<file path="config.mk">
export PLATFORM = sky130hd
export DESIGN_NAME = gra_ctrl
export DESIGN_NICKNAME = d
export VERILOG_FILES = /design/src/design/gra_pkg.sv /design/src/design/gra_ctrl.sv
export SDC_FILE = /design/constraint.sdc
export NUM_CORES = 1
export LEC_CHECK = 0
export ABC_AREA = 0
export BUFFER_PORTS_ARGS = -buffer_cell sky130_fd_sc_hd__buf_2
export CORE_AREA = 2 2 39 41
export DETAILED_ROUTE_END_ITERATION = 8
export DIE_AREA = 0 0 41 43
export PLACE_DENSITY = 0.66
export SYNTH_ARGS = -nofsm -noshare
export SYNTH_HDL_FRONTEND = slang
export SYNTH_SLANG_ARGS = --single-unit
</file>
<file path="constraint.sdc">
create_clock -name clk -period 1.7 [get_ports clk]
set_input_delay 0 -clock clk [delete_from_list [all_inputs] [get_ports clk]]
set_output_delay 0 -clock clk [all_outputs]
set_load 0.005 [all_outputs]
</file>
<file path="src/design/gra_pkg.sv">
`timescale 1ns / 1ps
package gra_pkg;

  localparam int TABLE_DEPTH_DEF = 64;
  localparam int COORD_BITS_DEF  = 12;
  localparam int DIM_BITS        = 13;
  localparam int ORDER_BITS      = 32;
  localparam int CFG_DATA_BITS   = 32;
  localparam int CFG_ADDR_BITS   = 3;

  localparam logic [DIM_BITS-1:0] ATLAS_RESET = 13'd512;

  // function codes of a request
  localparam logic FUNC_RESTART = 1'b0;
  localparam logic FUNC_ALLOC   = 1'b1;

  // result status codes
  localparam logic [1:0] ST_OK       = 2'd0;
  localparam logic [1:0] ST_NO_SPACE = 2'd1;
  localparam logic [1:0] ST_OVERFLOW = 2'd2;

  // register index, taken from paddr bit 2
  localparam logic REG_ATLAS_W = 1'b0;
  localparam logic REG_ATLAS_H = 1'b1;

  typedef struct packed {
    logic load;
    logic seed;
    logic scan;
    logic decide;
    logic split;
    logic wr_right;
    logic wr_bot;
    logic out_load;
  } gra_cmd_t;

  typedef struct packed {
    logic scan_done;
    logic no_fit;
    logic overflow;
  } gra_stat_t;

endpackage

</file>
<file path="src/design/gra_ctrl.sv">
`timescale 1ns / 1ps
module gra_ctrl (
  input  logic              clk,
  input  logic              rst_n,
  input  logic              in_valid,
  output logic              in_stall,
  input  logic              in_func,
  output logic              out_valid,
  input  logic              out_stall,
  output gra_pkg::gra_cmd_t cmd,
  input  gra_pkg::gra_stat_t stat
);
  import gra_pkg::*;

  typedef enum logic [7:0] {
    S_IDLE     = 8'b0000_0001,
    S_SEED     = 8'b0000_0010,
    S_SCAN     = 8'b0000_0100,
    S_DECIDE   = 8'b0000_1000,
    S_SPLIT    = 8'b0001_0000,
    S_WR_RIGHT = 8'b0010_0000,
    S_WR_BOT   = 8'b0100_0000,
    S_DONE     = 8'b1000_0000
  } state_t;

  state_t state_r, state_nxt;
  logic   out_valid_r, out_valid_nxt;

  assign in_stall  = (state_r != S_IDLE);
  assign out_valid = out_valid_r;

  always_comb begin
    state_nxt = state_r;
    cmd       = '0;
    case (state_r)
      S_IDLE: begin
        if (in_valid) begin
          cmd.load  = 1'b1;
          state_nxt = (in_func == FUNC_ALLOC) ? S_SCAN : S_SEED;
        end
      end
      S_SEED: begin
        cmd.seed  = 1'b1;
        state_nxt = S_DONE;
      end
      S_SCAN: begin
        cmd.scan = 1'b1;
        if (stat.scan_done) begin
          state_nxt = S_DECIDE;
        end
      end
      S_DECIDE: begin
        cmd.decide = 1'b1;
        state_nxt  = stat.no_fit ? S_DONE : S_SPLIT;
      end
      S_SPLIT: begin
        cmd.split = 1'b1;
        state_nxt = stat.overflow ? S_DONE : S_WR_RIGHT;
      end
      S_WR_RIGHT: begin
        cmd.wr_right = 1'b1;
        state_nxt    = S_WR_BOT;
      end
      S_WR_BOT: begin
        cmd.wr_bot = 1'b1;
        state_nxt  = S_DONE;
      end
      S_DONE: begin
        // wait until the output register is free
        if (!out_valid_r || !out_stall) begin
          cmd.out_load = 1'b1;
          state_nxt    = S_IDLE;
        end
      end
      default: begin
        state_nxt = S_IDLE;
      end
    endcase
  end

  always_comb begin
    out_valid_nxt = out_valid_r;
    if (cmd.out_load) begin
      out_valid_nxt = 1'b1;
    end else if (out_valid_r && !out_stall) begin
      out_valid_nxt = 1'b0;
    end
  end

  always_ff @(posedge clk) begin
    if (!rst_n) begin
      state_r     <= S_IDLE;
      out_valid_r <= 1'b0;
    end else begin
      state_r     <= state_nxt;
      out_valid_r <= out_valid_nxt;
    end
  end

endmodule

</file>
==> impl_results.md <==
* Gpl congestion at 0.794
* Maximum clock path buffer count at 2
* Per-instance average area after synthesis at 8.90 sq um
* Relative contribution of the clock network to total power at 33.5%
* Antenna violations before repair at 0
* Total negative slack for setup checks at 0 ns
* Flip-flop and latch count after synthesis at 9
* Beginning of the worst hold path: rst_n
* Max Clock Freq at 638 MHz
* Unrepaired setup endpoints after global routing: false
* Post-cts gate resize count at 0
* P_int at 360 uW
* Max-slew violation count at 0
* Switching part of the total at 28.1%
* Tcrit/Tclk final at 92.1%
* Xor and xnor fraction of the mapped netlist area at 4.69%
* Most common cell after layout, fill and taps aside: buf_2
* Initial standard-cell utilization of the core at 40.5%
* Average via count per standard cell at 5.51
* Peak VDD IR at 396 uV
* Area fraction in compound gates after synthesis at 17.6%
* Depth of the most critical reg-to-reg path at 5
* Synthesized netlist cell count at 63
* Outcome: finished, final reports clean
* Post-CTS clock slew at the launch and capture registers of the worst setup and hold paths at 0.06 ns
* Final Setup Violations at 0
* Commonest non-fill, non-tap cells in the layout: buf_2 (17), dfxtp_1 (9), nor2_1 (7), nor3b_1 (6)
* Highest routing layer actually used: met4
* Register-to-Register Setup Slack at 0.17 ns
* Origin of the critical flop-to-flop path: state_r[1]
* Clk Latency, worst-skew pair at 0.26 ns
* Share of synthesized area spent on multiplexers at 0%
* Summed instance area of the synthesized netlist at 561 sq um
* Number of global-route vias before repair at 511
* Type of the worst setup path: flop to output port
* Post-Synth Adder-Cell Area at 0%
* Area of the core at 0.00138 sq mm
* Clock skew after layout at 0.00191 ns
* Startpoint class of the critical path: flop
* Path type of the worst min-delay path: input port to flop
* Number of nets in the layout at 94
* Simple-gate share of the synthesized area at 37.3%
* Kind of end point of the critical path: output port
* Worst slew margin at 72.2%
* Arr. time, crit path at 1.57 ns
* Fraction of power consumed by sequential logic at 46.3%
* Fin. Hold Viols at 0
* Total global routing track utilization at 17.5%
* Most used DFF post-synth: dfxtp_1
* CTS tree: built
* Worst setup path end: cmd[7]
* Syn Nets at 71
* Half-perimeter wire length after detailed placement at 930 um
* Worst-Margin Slew at 0.412 ns
* Count of flip-flops with a built-in enable after synthesis at 0
* Distinct cells, synth at 31
* Dominant combinational cell family by area after synthesis: simple AND/OR/NAND/NOR gates
* Total routed wire length on the met1 layer at 586 um
* Wire length on met3 at 55 um
* CTS H-Tree Depth at 1
* Reported leakage power at 0.000313 uW
* I/O pins at 18
* Detailed-route via count at 557
* Sequential fraction of the synthesis area at 32.1%
* Worst setup path startpoint: state_r[5]
* Count of antenna-violating nets left after detailed routing at 0
* Combinational cell fraction of total power at 20.1%
* FFs w/ async S/R, synth at 0%
* Maximum capacitance violations at 0
* Y dimension of the die at 43 um
* Die X-Extent at 41 um
* Count of buffers from port buffering at 17
* Shortest period the worst path allows at 1.57 ns
* TritonCTS Buffers at 3
* Final cell count without fillers at 101
* Count of clock tree sinks at 9
* Mean routed wirelength per cell at 13.0 um
* Overflow left after global routing at 0
* Total Routed Length at 1.31 mm
* Fraction of layout instances using a drive strength above 1 at 31.8%
* Worst-path fanout max at 7
* Worst reg2reg path endpoint: state_r[7]
* Synthesis Warnings at 0
* TritonRoute pass-1 iters at 4
* Drt initial violations at 16
* Psw at 141 uW
* Number of remaining DRC errors at 0
* Area grow syn2layout at 27.7%
* PD cells at 700 mW/mm^2
* Antenna Diode Count at 0
* Met2 Routed Length at 654 um
* Number of cell rows at 14
* Area of the die at 0.00176 sq mm
* Number of placed instances with taps included at 91
* Maximum number of pins on one net before global-route repair at 9
* Root Buffer: clkbuf_4
* Endpoint required time on the critical path at 1.70 ns
* First-pass GRT wire length at 2.08 mm
repair_timing:
item | in CTS | in global routing
buffers inserted | 0 | 2
setup endpoints to repair | 0 | 2
hold endpoints to repair | 5 | 0
hold buffers | 4 | 0
final cells by class:
cell class,count,area [sq um]
tap,16,20.0
inverter,2,7.51
sequential,9,180
timing repair buffer,24,148
multi-input combinational,46,334
clock buffer,4,26.3
fill,142,668
worst max-delay path, stage by stage (launching register included):
cell     delay [ns]
dfxtp_1        0.38
nor4_4         0.37
buf_4          0.18
nand3_2        0.11
nor2_1         0.14
buf_2          0.13
sequential cells by signal, summed over array words and instances, names as in the netlist:
register,flops
out_valid,1
state_r,8
worst min-delay path by stage:
| stage | end | cells after the start |
|---|---|---|
| 6_report | state_r[0] | 2 |
| 5_1_grt | state_r[7] | 2 |
| 4_1_cts | state_r[0] | 2 |
| 3_5_place_dp | state_r[4] | 2 |
| 3_3_place_gp | state_r[5] | 2 |
| 2_1_floorplan | state_r[4] | 1 |
power by group through the flow:
stage	logic [uW]	registers, uW	clock network (uW)
3_3_place_gp	85.4	237	0
5_1_grt	112	235	183
4_1_cts	92.5	232	172
2_1_floorplan	66.1	226	0
6_report	101	232	168
3_5_place_dp	85.0	237	0
per-stage QoR:
stage / cell area, sq um / setup WS [ns] / util (%) / total power [uW] / hold WS, ns
2_1_floorplan: 561 / 0.331 / - / 292 / 0.0758
3_3_place_gp: 634 / 0.139 / 45.8 / 323 / 0.183
3_5_place_dp: 634 / 0.149 / 45.8 / 322 / 0.188
4_1_cts: 701 / 0.0475 / 50.6 / 497 / 0.00484
5_1_grt: 716 / 0.00839 / 51.7 / 529 / 0.0139
6_report: 716 / 0.134 / 51.7 / 501 / 0.0154
cell usage after synthesis, types with 2 or more instances:
cell type	n	area, sq um
a21oi_1	2	10.0
a221oi_1	2	17.5
and4b_1	2	20.0
buf_2	3	15.0
dfxtp_1	9	180
inv_1	2	7.51
nand2_1	4	15.0
nor2_1	7	26.3
nor3_1	2	10.0
nor3b_1	6	45.0
nor4_1	2	12.5
nor4b_1	2	17.5
xor2_1	2	17.5
layer usage:
layer,track usage [%],vias up
met5,0,-
met4,8.00,0
met3,3.14,2
met2,26.6,19
met1,23.0,255
li1,-,281
logic make-up (layout without fill, tap and decap cells):
logic type      count (synthesis)  after routing
compound gates                 12             12
xor+xnor                        3              3
flops                           9              9
simple gates                   31             31
buf+inv                         8             30
Note: power is estimated with default switching activity, not from simulation.
